### src/hw/rtl/tmrs_pkg.sv
package tmrs_pkg;

    localparam int SLOTS_DEF = 16;
    localparam int MAX_LEN_DEF = 32;
    localparam int BLOCK_ENTRIES_DEF = 4;
    localparam int SWEEP_DIVISOR_DEF = 8;
    localparam logic [5:0] LAST_SECOND = 6'd59;

    localparam logic [1:0] OP_PUBLISH = 2'd0;
    localparam logic [1:0] OP_SUBSCRIBE = 2'd1;
    localparam logic [1:0] OP_SERVICE = 2'd2;
    localparam logic [1:0] OP_SECOND = 2'd3;

    localparam logic [1:0] ST_OK = 2'd0;
    localparam logic [1:0] ST_TOO_LONG = 2'd1;
    localparam logic [1:0] ST_BLOCKED = 2'd2;
    localparam logic [1:0] ST_NO_MATCH = 2'd3;

    localparam logic [1:0] REG_BLOCKED_HEADERS = 2'd0;
    localparam logic [1:0] REG_BLOCKED_COUNT = 2'd1;
    localparam logic [1:0] REG_EXPIRY = 2'd2;

    typedef struct packed {
        logic [1:0] op;
        logic [7:0] topic;
        logic [7:0] msg_length;
        logic [7:0] payload_byte;
        logic       final_byte;
    } cmd_t;

    typedef struct packed {
        logic [1:0] status;
        logic [7:0] read_byte;
        logic       end_of_run;
    } result_t;

    // classified command from front to back
    typedef struct packed {
        cmd_t       cmd;
        logic       blocked;
        logic       too_long;
    } task_t;

endpackage

### src/hw/rtl/tmrs_front.sv
module tmrs_front
    import tmrs_pkg::*;
#(
    parameter int BLOCK_ENTRIES = BLOCK_ENTRIES_DEF,
    parameter int MAX_LEN = MAX_LEN_DEF
)
(
    input  logic        clk,
    input  logic        rst_n,
    input  logic        start,
    input  cmd_t        cmd,
    input  logic [31:0] blocked_headers,
    input  logic [2:0]  blocked_count,
    input  logic        q_full,
    output logic        accept,
    output logic        push,
    output task_t       push_task
);

    logic blk;

    always_comb
    begin
        blk = 1'b0;
        for (int i = 0; i < BLOCK_ENTRIES; i++)
        begin
            if ((32'(i) < 32'(blocked_count)) && (blocked_headers[8*i +: 8] == cmd.topic))
            begin
                blk = 1'b1;
            end
        end
    end

    assign accept = start && !q_full;
    assign push = accept;
    assign push_task.cmd = cmd;
    assign push_task.blocked = blk;
    assign push_task.too_long = (cmd.msg_length > 8'(MAX_LEN));

endmodule

### src/hw/rtl/tmrs_queue.sv
module tmrs_queue
    import tmrs_pkg::*;
(
    input  logic  clk,
    input  logic  rst_n,
    input  logic  push,
    input  task_t push_task,
    input  logic  pop,
    output logic  full,
    output logic  valid,
    output task_t head
);

    task_t mem_reg [2];
    logic [1:0] cnt_reg;
    logic rd_reg;
    logic wr_reg;

    assign full = (cnt_reg == 2'd2);
    assign valid = (cnt_reg != 2'd0);
    assign head = mem_reg[rd_reg];

    always_ff @(posedge clk)
    begin
        if (push)
        begin
            mem_reg[wr_reg] <= push_task;
        end
    end

    always_ff @(posedge clk or negedge rst_n)
    begin
        if (!rst_n)
        begin
            cnt_reg <= 2'd0;
            rd_reg <= 1'b0;
            wr_reg <= 1'b0;
        end
        else
        begin
            if (push)
            begin
                wr_reg <= !wr_reg;
            end
            if (pop)
            begin
                rd_reg <= !rd_reg;
            end
            cnt_reg <= cnt_reg + 2'(push) - 2'(pop);
        end
    end

    assert property (@(posedge clk) disable iff (!rst_n) full |-> !push)
        else $error("push into full queue");
    assert property (@(posedge clk) disable iff (!rst_n) !valid |-> !pop)
        else $error("pop from empty queue");
    assert property (@(posedge clk) disable iff (!rst_n) cnt_reg != 2'd3)
        else $error("queue count overflow");

endmodule

### src/hw/rtl/tmrs_back.sv
module tmrs_back
    import tmrs_pkg::*;
#(
    parameter int SLOTS = SLOTS_DEF,
    parameter int MAX_LEN = MAX_LEN_DEF,
    parameter int SWEEP_DIVISOR = SWEEP_DIVISOR_DEF
)
(
    input  logic       clk,
    input  logic       rst_n,
    input  logic       valid,
    input  task_t      head,
    input  logic [5:0] expiry_seconds,
    output logic       pop,
    output logic       done,
    output result_t    result
);

    localparam int SW = (SLOTS > 1) ? $clog2(SLOTS) : 1;
    localparam int OW = $clog2(MAX_LEN + 1);
    localparam int BW = (MAX_LEN > 1) ? $clog2(MAX_LEN) : 1;
    localparam int AW = SW + BW;
    localparam int SWEEP_N = SLOTS / SWEEP_DIVISOR;
    localparam int CW = $clog2(SLOTS + 2);

    typedef enum logic [6:0] {
        S_IDLE   = 7'b0000001,
        S_SEARCH = 7'b0000010,
        S_READ   = 7'b0000100,
        S_SWEEP  = 7'b0001000,
        S_WAIT   = 7'b0010000,
        S_SEND   = 7'b0100000,
        S_CLEAR  = 7'b1000000
    } state_t;

    state_t state_reg, state_next;
    logic [7:0] hdr_reg [SLOTS];
    logic [5:0] stamp_reg [SLOTS];
    logic [7:0] bytes_mem [SLOTS * MAX_LEN];
    logic [SW-1:0] wslot_reg, slot_reg;
    logic [5:0] now_reg;
    logic [OW-1:0] poff_reg;
    logic [1:0] refused_reg;
    logic [CW-1:0] cnt_reg;
    logic [7:0] idx_reg;
    logic [AW-1:0] clr_reg;
    task_t cur_reg;
    logic [7:0] rdata_reg;
    logic [AW-1:0] raddr;
    logic [SW-1:0] prev_s, next_w;
    logic [5:0] diff;
    result_t res_reg;
    logic done_reg;

    function automatic logic [SW-1:0] prevs(input logic [SW-1:0] s);
        return (s == '0) ? SW'(SLOTS - 1) : s - SW'(1);
    endfunction

    function automatic logic [SW-1:0] nexts(input logic [SW-1:0] s);
        return (32'(s) + 1 >= SLOTS) ? '0 : s + SW'(1);
    endfunction

    assign prev_s = prevs(slot_reg);
    assign next_w = nexts(wslot_reg);
    assign diff = (stamp_reg[slot_reg] > now_reg) ? stamp_reg[slot_reg] - now_reg
                                                  : now_reg - stamp_reg[slot_reg];
    assign pop = valid && (state_reg == S_IDLE);
    assign raddr = AW'(32'(slot_reg) * MAX_LEN + 32'(idx_reg[BW-1:0]));
    assign done = done_reg;
    assign result = res_reg;

    always_ff @(posedge clk)
    begin
        rdata_reg <= bytes_mem[raddr];
        if (state_reg == S_CLEAR)
        begin
            bytes_mem[clr_reg] <= 8'd0;
        end
        else if (pop && head.cmd.op == OP_PUBLISH && refused_reg == ST_OK && !head.too_long
            && !head.blocked && 32'(poff_reg) < MAX_LEN)
        begin
            bytes_mem[AW'(32'(wslot_reg) * MAX_LEN + 32'(poff_reg))] <= head.cmd.payload_byte;
        end
        if (pop)
        begin
            cur_reg <= head;
        end
    end

    always_ff @(posedge clk or negedge rst_n)
    begin
        if (!rst_n)
        begin
            state_reg <= S_CLEAR;
            for (int i = 0; i < SLOTS; i++)
            begin
                hdr_reg[i] <= '0;
                stamp_reg[i] <= '0;
            end
            wslot_reg <= '0;
            slot_reg <= '0;
            now_reg <= '0;
            poff_reg <= '0;
            refused_reg <= ST_OK;
            cnt_reg <= '0;
            idx_reg <= '0;
            clr_reg <= '0;
            res_reg <= '0;
            done_reg <= 1'b0;
        end
        else
        begin
            done_reg <= 1'b0;
            case (state_reg)
                S_CLEAR:
                begin
                    clr_reg <= clr_reg + AW'(1);
                    if (clr_reg == AW'(SLOTS * MAX_LEN - 1))
                    begin
                        state_reg <= S_IDLE;
                    end
                end
                S_IDLE:
                begin
                    if (pop)
                    begin
                        case (head.cmd.op)
                            OP_PUBLISH:
                            begin
                                logic [1:0] r;
                                logic adv;
                                r = refused_reg;
                                adv = 1'b0;
                                if (r == ST_OK)
                                begin
                                    if (head.too_long) r = ST_TOO_LONG;
                                    else if (head.blocked) r = ST_BLOCKED;
                                    else if (32'(poff_reg) >= MAX_LEN) r = ST_TOO_LONG;
                                    else adv = 1'b1;
                                end
                                res_reg <= '{status: r, read_byte: 8'd0, end_of_run: 1'b1};
                                done_reg <= 1'b1;
                                if (head.cmd.final_byte)
                                begin
                                    if (r == ST_OK)
                                    begin
                                        hdr_reg[wslot_reg] <= head.cmd.topic;
                                        stamp_reg[wslot_reg] <= now_reg;
                                        wslot_reg <= next_w;
                                    end
                                    poff_reg <= '0;
                                    refused_reg <= ST_OK;
                                end
                                else
                                begin
                                    refused_reg <= r;
                                    if (adv)
                                    begin
                                        poff_reg <= poff_reg + OW'(1);
                                    end
                                end
                            end
                            OP_SUBSCRIBE:
                            begin
                                if (head.too_long || head.blocked)
                                begin
                                    res_reg <= '{status: head.too_long ? ST_TOO_LONG : ST_BLOCKED,
                                                 read_byte: 8'd0, end_of_run: 1'b1};
                                    done_reg <= 1'b1;
                                end
                                else
                                begin
                                    slot_reg <= wslot_reg;
                                    cnt_reg <= '0;
                                    state_reg <= S_SEARCH;
                                end
                            end
                            OP_SERVICE:
                            begin
                                wslot_reg <= next_w;
                                slot_reg <= next_w;
                                cnt_reg <= '0;
                                if (SWEEP_N == 0)
                                begin
                                    res_reg <= '{status: ST_OK, read_byte: 8'd0, end_of_run: 1'b1};
                                    done_reg <= 1'b1;
                                end
                                else
                                begin
                                    state_reg <= S_SWEEP;
                                end
                            end
                            default:
                            begin
                                now_reg <= (now_reg >= LAST_SECOND) ? 6'd0 : now_reg + 6'd1;
                                res_reg <= '{status: ST_OK, read_byte: 8'd0, end_of_run: 1'b1};
                                done_reg <= 1'b1;
                            end
                        endcase
                    end
                end
                S_SEARCH:
                begin
                    if (hdr_reg[slot_reg] == cur_reg.cmd.topic)
                    begin
                        if (cur_reg.cmd.msg_length == 8'd0)
                        begin
                            res_reg <= '{status: ST_OK, read_byte: 8'd0, end_of_run: 1'b1};
                            done_reg <= 1'b1;
                            state_reg <= S_IDLE;
                        end
                        else
                        begin
                            idx_reg <= '0;
                            state_reg <= S_WAIT;
                        end
                    end
                    else if (32'(cnt_reg) + 1 >= SLOTS)
                    begin
                        res_reg <= '{status: ST_NO_MATCH, read_byte: 8'd0, end_of_run: 1'b1};
                        done_reg <= 1'b1;
                        state_reg <= S_IDLE;
                    end
                    else
                    begin
                        cnt_reg <= cnt_reg + CW'(1);
                        slot_reg <= prev_s;
                    end
                end
                S_WAIT:
                begin
                    state_reg <= S_SEND;
                end
                S_SEND:
                begin
                    res_reg <= '{status: ST_OK, read_byte: rdata_reg,
                                 end_of_run: (idx_reg + 8'd1 == cur_reg.cmd.msg_length)};
                    done_reg <= 1'b1;
                    if (idx_reg + 8'd1 == cur_reg.cmd.msg_length)
                    begin
                        state_reg <= S_IDLE;
                    end
                    else
                    begin
                        idx_reg <= idx_reg + 8'd1;
                        state_reg <= S_WAIT;
                    end
                end
                S_SWEEP:
                begin
                    if (diff > expiry_seconds)
                    begin
                        hdr_reg[slot_reg] <= '0;
                        stamp_reg[slot_reg] <= now_reg;
                    end
                    slot_reg <= prev_s;
                    if (32'(cnt_reg) + 1 >= SWEEP_N)
                    begin
                        res_reg <= '{status: ST_OK, read_byte: 8'd0, end_of_run: 1'b1};
                        done_reg <= 1'b1;
                        state_reg <= S_IDLE;
                    end
                    else
                    begin
                        cnt_reg <= cnt_reg + CW'(1);
                    end
                end
                default:
                begin
                    state_reg <= S_IDLE;
                end
            endcase
        end
    end

    assert property (@(posedge clk) disable iff (!rst_n)
        (state_reg == S_SEND) |=> done_reg)
        else $error("read byte not delivered");
    assert property (@(posedge clk) disable iff (!rst_n)
        (pop && head.cmd.op == OP_SECOND) |=> done_reg && res_reg.status == ST_OK)
        else $error("second tick result missing");
    assert property (@(posedge clk) disable iff (!rst_n) 32'(poff_reg) <= MAX_LEN)
        else $error("publish offset overrun");

endmodule

### src/hw/rtl/topic_message_ring_store.sv
// publish and second ticks: the command is queued, then popped in S_IDLE and its result registered
// subscribe: searches back from the write slot over up to SLOTS slots, then streams each byte via S_WAIT, S_SEND
// service tick: advances the write slot, then sweeps SLOTS / SWEEP_DIVISOR slots, one slot swept per cycle
// throughput: publish and second ticks one per cycle while busy is low, else one command at a time
// reset clears slot table and pointers, then S_CLEAR zeroes all SLOTS * MAX_LEN message bytes
// results are single-cycle strobes; the receiver cannot stall
module topic_message_ring_store
    import tmrs_pkg::*;
#(
    parameter int SLOTS = SLOTS_DEF,
    parameter int MAX_LEN = MAX_LEN_DEF,
    parameter int BLOCK_ENTRIES = BLOCK_ENTRIES_DEF,
    parameter int SWEEP_DIVISOR = SWEEP_DIVISOR_DEF
)
(
    input  logic        clk,
    input  logic        rst_n,
    input  logic        start,
    output logic        busy,
    input  cmd_t        cmd,
    output logic        strobe,
    output result_t     result,
    input  logic        cfg_we,
    input  logic [1:0]  cfg_index,
    input  logic [31:0] cfg_data
);

    logic [31:0] blocked_headers_reg;
    logic [2:0] blocked_count_reg;
    logic [5:0] expiry_reg;
    logic q_full, q_valid, accept, push, pop;
    task_t push_task, head;

    always_ff @(posedge clk or negedge rst_n)
    begin
        if (!rst_n)
        begin
            blocked_headers_reg <= '0;
            blocked_count_reg <= '0;
            expiry_reg <= 6'd10;
        end
        else if (cfg_we)
        begin
            case (cfg_index)
                REG_BLOCKED_HEADERS: blocked_headers_reg <= cfg_data;
                REG_BLOCKED_COUNT: blocked_count_reg <= cfg_data[2:0];
                REG_EXPIRY: expiry_reg <= cfg_data[5:0];
                default: ;
            endcase
        end
    end

    assign busy = q_full;

    tmrs_front #(.BLOCK_ENTRIES(BLOCK_ENTRIES), .MAX_LEN(MAX_LEN)) u_front (
        .clk(clk), .rst_n(rst_n), .start(start), .cmd(cmd),
        .blocked_headers(blocked_headers_reg), .blocked_count(blocked_count_reg),
        .q_full(q_full), .accept(accept), .push(push), .push_task(push_task)
    );

    tmrs_queue u_queue (
        .clk(clk), .rst_n(rst_n), .push(push), .push_task(push_task), .pop(pop),
        .full(q_full), .valid(q_valid), .head(head)
    );

    tmrs_back #(.SLOTS(SLOTS), .MAX_LEN(MAX_LEN), .SWEEP_DIVISOR(SWEEP_DIVISOR)) u_back (
        .clk(clk), .rst_n(rst_n), .valid(q_valid), .head(head),
        .expiry_seconds(expiry_reg), .pop(pop), .done(strobe), .result(result)
    );

endmodule

### config.mk
export PLATFORM = sky130hd
export DESIGN_NAME = topic_message_ring_store
export DESIGN_NICKNAME = d
export VERILOG_FILES = /design/src/hw/rtl/tmrs_pkg.sv /design/src/hw/rtl/tmrs_front.sv /design/src/hw/rtl/tmrs_queue.sv /design/src/hw/rtl/tmrs_back.sv /design/src/hw/rtl/topic_message_ring_store.sv
export SDC_FILE = /design/constraint.sdc
export NUM_CORES = 2
export LEC_CHECK = 0
export BUFFER_PORTS_ARGS = -buffer_cell sky130_fd_sc_hd__buf_2
export CAP_MARGIN = 20
export CORE_MARGIN = 5
export CORE_UTILIZATION = 46
export CTS_BUF_LIST = sky130_fd_sc_hd__clkbuf_8
export CTS_CLUSTER_SIZE = 16
export DETAILED_ROUTE_END_ITERATION = 16
export HOLD_SLACK_MARGIN = 0.03
export PLACE_DENSITY = 0.63
export RECOVER_POWER = 50
export SLEW_MARGIN = 20
export SYNTH_ARGS = -nofsm -noshare
export SYNTH_HDL_FRONTEND = slang
export SYNTH_MEMORY_MAX_BITS = 65536
export SYNTH_SLANG_ARGS = --single-unit
### constraint.sdc
create_clock -name clk -period 16.8 [get_ports clk]
set_input_delay 1.68 -clock clk [delete_from_list [all_inputs] [get_ports clk]]
set_output_delay 1.68 -clock clk [all_outputs]
set_load 0.02 [all_outputs]
Word level (Yosys, flattened, before mapping)
Memories as Yosys holds them, arrays and structs flattened. A register that Yosys moved wholly into a read port is not among the register bits.
Cells that the tools add are included.

storage, ports and cells
  memories = 2
  word-level logic and storage cells = 289
  input bits = 65
  memory bits (writable) = 4154
  output and inout port bits = 13
  flip-flop bits (word level) = 348

operators by class
  eq/ne operators = 39
  reductions and logical operators = 47
  bitwise gates (word level) = 5
  muxes and demuxes = 111
  order comparisons = 17
  add/subtract/negate cells = 15

memories
  name              words  width  rd ports  clocked after memory_dff  write ports  line              source
  u_back.bytes_mem  512    8      1         1                         1            tmrs_back.sv:39   logic [7:0] bytes_mem [SLOTS * MAX_LEN];
  u_queue.mem_reg   2      29     1         0                         1            tmrs_queue.sv:14  task_t mem_reg [2];

operator list
  kind                                                  count
  2-to-1 mux 128 bit                                    5
  2-to-1 mux 96 bit                                     5
  case mux 128 bit (2 select lines)                     1
  bitwise mux 96 bit                                    2
  case mux 96 bit (2 select lines)                      1
  AND 128 bit                                           1
  bitwise mux 128 bit                                   1
  inverter 128 bit                                      1
  2-to-1 mux 11 bit                                     6
  demux 8 bit (select 4 bit)                            2
  >= comparator 32 x 5 -> 1 bit, second input constant  2
  2-to-1 mux 8 bit                                      8
  demux 6 bit (select 4 bit)                            2
  equality test 8 bit                                   6
  2-to-1 mux 6 bit                                      8
  case mux 11 bit (4 select lines)                      1
  2-to-1 mux 7 bit                                      6
  case mux 7 bit (6 select lines)                       1
  2-to-1 mux 5 bit                                      7
  case mux 11 bit (3 select lines)                      1
  binary-select mux 8 bit (select 4 bit)                1
  >= comparator 32 x 2 -> 1 bit, second input constant  1
  2-to-1 mux 4 bit                                      8
  2-to-1 mux 1 bit                                      25
  other kinds (64)                                      132

Depth between registers and ports, before layout
  depth in word-level cells = 14
  depth in mapped cells = 27
  depth with buffers taken out = 21

By module
Synthesis repeated with hierarchy kept, for this count alone.

unflattened totals
  cell total of the unflattened synthesis = 8559
  area, all modules = 177536.5 sq um

by module, submodules not included
  module                    area an instance (sq um)  seq. area each (sq um)  cells each  instances
  tmrs_back                 172954.6                  130796.7                8285        1
  tmrs_queue                2409.8                    1841.8                  105         1
  topic_message_ring_store  1557.7                    1028.5                  88          1
  tmrs_front                614.3                     0.0                     81          1

Worst setup path after synthesis
No wires, ideal clock.

  path kind = reg-to-reg
  from = reg u_queue.rd_reg
  to = mem u_back.bytes_mem[0][0], data pin
  period minus slack after synthesis = 17.078 ns
  data required time = 14.220 ns
  path slack = -0.278 ns
  data arrival time = 14.498 ns
  library setup time = 2.580 ns
  stages on the path, launching flop included = 10
  path buffers = 5
  cells stage by stage = dfrtp_1 -> buf_1 -> buf_1 -> clkbuf_1 -> mux2i_1 -> ha_1 -> buf_2 -> nand3_1 -> clkbuf_1 -> nor2_1

between the ends
  cells in the longest elaborated chain, start to end = 12
  elaborated cells between the ends (all ways) = 14
  those cells by class = 4 x mux; 9 x reduce/logical; 1 x memory

ends and longest elaborated chain
  item                                    line              source
  start, declared                         tmrs_queue.sv:16  logic rd_reg;
  start signal, assigned                  tmrs_queue.sv:47  rd_reg <= !rd_reg;
  memory (2 x 29 bit) *                   n/a
  zero test 2 bit                         tmrs_back.sv:79   else if (pop && head.cmd.op == OP_PUBLISH && refused_reg == ST_OK && !head.too_long
  logical AND 1 bit (3 in a row)          tmrs_back.sv:79
  logical AND 1 bit (2 in a row)          tmrs_back.sv:80   && !head.blocked && 32'(poff_reg) < MAX_LEN)
  2-to-1 mux 1 bit                        tmrs_back.sv:79
  2-to-1 mux 1 bit                        tmrs_back.sv:75   if (state_reg == S_CLEAR)
  2-to-1 mux 1 bit (implied by the code)  tmrs_back.sv:82   bytes_mem[AW'(32'(wslot_reg) * MAX_LEN + 32'(poff_reg))] <= head.cmd.payload_byte;
  OR reduction 8 bit (no source line)     n/a
  2-to-1 mux 8 bit (no source line) *     n/a
  end, declared                           tmrs_back.sv:39

Every way passes the cells marked *; elsewhere a longest branch is shown, timed or not.

Final worst setup path
  from = reg u_back.state_reg[3]
  to = mem u_back.bytes_mem[437][5], data pin

between the ends
  cells in the longest elaborated chain, start to end = 12
  elaborated cells between the ends (all ways) = 13
  those cells by class = 2 x eq/ne; 4 x mux; 7 x reduce/logical

ends and longest elaborated chain
  item                                      line              source
  start, declared                           tmrs_back.sv:36   state_t state_reg, state_next;
  start signal, assigned                    tmrs_back.sv:94   state_reg <= S_CLEAR;
  start signal, assigned                    tmrs_back.sv:120  state_reg <= S_IDLE;
  start signal, assigned                    tmrs_back.sv:175  state_reg <= S_SEARCH;
  equality test 7 x 1 -> 1 bit              tmrs_back.sv:67   assign pop = valid && (state_reg == S_IDLE);
  logical AND 1 bit                         tmrs_back.sv:67
  logical AND 1 bit (3 in a row)            tmrs_back.sv:79
  logical AND 1 bit (2 in a row)            tmrs_back.sv:80
  2-to-1 mux 1 bit                          tmrs_back.sv:79
  2-to-1 mux 1 bit *                        tmrs_back.sv:75
  2-to-1 mux 1 bit (implied by the code) *  tmrs_back.sv:82
  OR reduction 8 bit (no source line) *     n/a
  2-to-1 mux 8 bit (no source line) *       n/a

Marked as above.

==> impl_metrics.toml <==
[grt]
grt_overflow_total = 0
grt_pass1_wl_mm = 635
antenna_found_initial = 15
grt_pass1_vias = 88300
grt_usage = 0.217
grt_max_degree = 217

[clocking]
htree_levels = 6
ctsResizeCount = 0
clkTransAtPathRegs_ns = 0.06
cts_root_buf = "clkbuf_8"
clk_latency_ns = 1.19
cts_buffers = 716
cts_tree = "done"
cts.sinks = 4509
hold_buffers = 0
cts_buffer_depth = 4
postCtsSetupRepairBufs = 0

[hold_path]
min_to = "u_back.hdr_reg[9]"
worstHoldPathCells = 1
hold_path.startpoint = "u_back.hdr_reg[9]"
holdCritPathClass = "flop to flop"

[synthesis]
synth_area_per_cell_um2 = 22.1
async_reset_ff_frac = 0.0734
synth_common_cells = "edfxtp_1, mux4_2, nor2_1"
ys_warn_count = 0
synth_ff_type = "edfxtp_1"
ys_types = 75
synth_area_leaders = "edfxtp_1, mux4_2, dfrtp_1"
synth_seq_area_share = 0.754
synth_top_area_cell = "edfxtp_1"
synth_edf_count = 4170
yosysMostFrequentCell = "edfxtp_1"
synth_top_area_frac = 0.707
synth_cells = 8032
ys_ff_latch = 4509
synth_nets = 8142
synth_area_um2 = 177000

[setup_path]
worstReg2RegStart = "u_back.state_reg[3]"
reg2reg_to = "u_back.bytes_mem[437][5]"
cp-end-kind = "flop"
crit_type = "flop to flop"
crit_fanout = 95
critPathRequiredTime_ns = 17.13
start_kind = "flop"
r2r_slack_ns = 5.36
reg2reg_depth = 9
worstPathArrival_ns = 11.77

[power_and_ir_drop]
p_leak_nw = 55.7
vdd_drop_max_mv = 0.0833
finalPower_mw = 23.0
p_per_area_nw_per_um2 = 117

[outcome]
violations = "capacitance limit, slew limit"
outcome = "finished, violations left"

[die]
initial_utilization = 0.460
die_h_um = 631
coreArea_um2 = 385000
die-area_um2 = 398000
rows = 228
ios = 78
die_w_um = 631

[placed_design]
dp_slack_ns = 9.22
hpwlAfterDp_mm = 254
portBuffers = 77
finalWeightedCongestion = 0.811
place_area_um2 = 184000

[timing]
fmaxAchievable_mhz = 87.4
skew_ns = 0.0754
slew_violations = 2350
rsz0062_at_grt = "no"
relSlewSlack = -2.55
fin_ws_ns = 5.36
setup_violations = 0
finalHoldViolCount = 0
tightest_slew_ns = 5.32
period_needed_ns = 11.44
fin_crit_sh = 0.681

[finish]
fillers = 30000
drive_gt1_frac = 0.286
largest_reg_flops = 4096
fin_area_um2 = 197000
layout.nets = 8633
syn2layout_area_growth_pct = 10.9

[drt]
drtIter0Drc = 9487
wl_per_cell_um = 30.8
drc = 0
firstDrtPassIters = 7
num_vias = 85500
vias_per_cell = 6.04
postRouteAntennaNets = 0
routed_wl_mm = 437

[run]
maxCapViolCount = 41
## worst max-delay path, cell delays in order (launching register included)
cell	delay, ns
dfrtp_1	0.47
or4_1	0.60
nor2_1	0.48
o21ai_0	0.31
inv_1	0.88
nand3_1	0.18
clkbuf_1	0.57
nor2_1	1.21
clkbuf_1	2.53
clkbuf_1	3.10
## routing by layer
metal	global-route usage	vias to the layer above	wire (um)
met5	0	-	80
met4	0.0696	12	14100
met3	0.0428	779	35300
met2	0.346	3853	212000
met1	0.305	46000	175000
li1	-	34800	-
## metrics by stage
stage               cells   TNS, ns  hold WS (ns)  utilization
finish              14200         0         0.483        0.511
global route        14100         0         0.497        0.511
floorplan            8032  -1139.43         0.433            -
detailed placement  12900         0         0.468        0.477
CTS                 14100         0         0.487        0.511
global placement    12800         0         0.463        0.477
## cells in the final DEF, fill, tap and decap left out, types with 17 or more instances in the layout
cell / synthesis / layout
mux4_2: 1357 / 1357
xnor2_1: 30 / 30
nor2_1: 577 / 573
clkinv_1: 0 / 177
xor2_1: 50 / 50
buf_2: 112 / 37
clkbuf_1: 245 / 76
inv_1: 41 / 283
buf_4: 5 / 105
nor3_1: 17 / 20
buf_12: 0 / 17
nor4_1: 17 / 17
mux2_2: 170 / 158
o22ai_1: 43 / 43
edfxtp_1: 4170 / 4170
nand3_1: 33 / 33
o211ai_1: 47 / 47
clkinv_2: 0 / 54
dfrtp_1: 328 / 322
o2bb2ai_1: 121 / 121
clkbuf_8: 0 / 742
nand2_1: 138 / 126
mux2i_1: 124 / 124
o21ai_0: 29 / 30
a21oi_1: 18 / 17
ha_1: 43 / 43
## where the power goes
part	total (mW)	switching, mW	internal (mW)	leakage, nW
Sequential	12.6	0.189	12.4	37.8
Combinational	1.77	1.17	0.602	10.3
Clock	8.61	4.32	4.30	7.51
Total	23.0	5.68	17.3	55.7
## how the worst max path moves through the flow
stage                              startpoint                        to  slack [ns]
after floorplan                u_queue.rd_reg    u_back.bytes_mem[0][0]       -0.28
after global placement     u_back.slot_reg[0]       u_back.stamp_reg[1]        9.05
after detailed placement   u_back.slot_reg[0]       u_back.stamp_reg[2]        9.22
after CTS                  u_back.slot_reg[0]       u_back.stamp_reg[2]        9.18
after global routing      u_back.state_reg[3]  u_back.bytes_mem[214][5]        4.60
final                     u_back.state_reg[3]  u_back.bytes_mem[437][5]        5.36
## layout make-up
| type | instances | area, um2 | area share |
|---|---|---|---|
| Clock buffer | 742 | 10200 | 0.0520 |
| Tap cell | 5060 | 6330 | 0.0322 |
| Sequential cell | 4509 | 134000 | 0.680 |
| Antenna cell | 10 | 25.0 | 0.000127 |
| Timing Repair Buffer | 247 | 1760 | 0.00894 |
| Multi-Input combinational cell | 3006 | 41500 | 0.211 |
| Clock inverter | 536 | 2800 | 0.0142 |
| Inverter | 43 | 161 | 0.000821 |
## logic make-up (layout without fill, tap and decap cells)
logic type	count (synthesis)	in the layout	synth area share
AOI/OAI and AO/OA	355	355	0.0153
xor gates and xnor gates	80	80	0.00395
adders and majority gates	45	45	0.00326
buffers and inverters	517	1568	0.0119
DFF	4509	4509	0.754
muxes	1652	1652	0.190
other	0	10	0
and+or+nand+nor	874	874	0.0209
(Power assumes the default switching activity.)
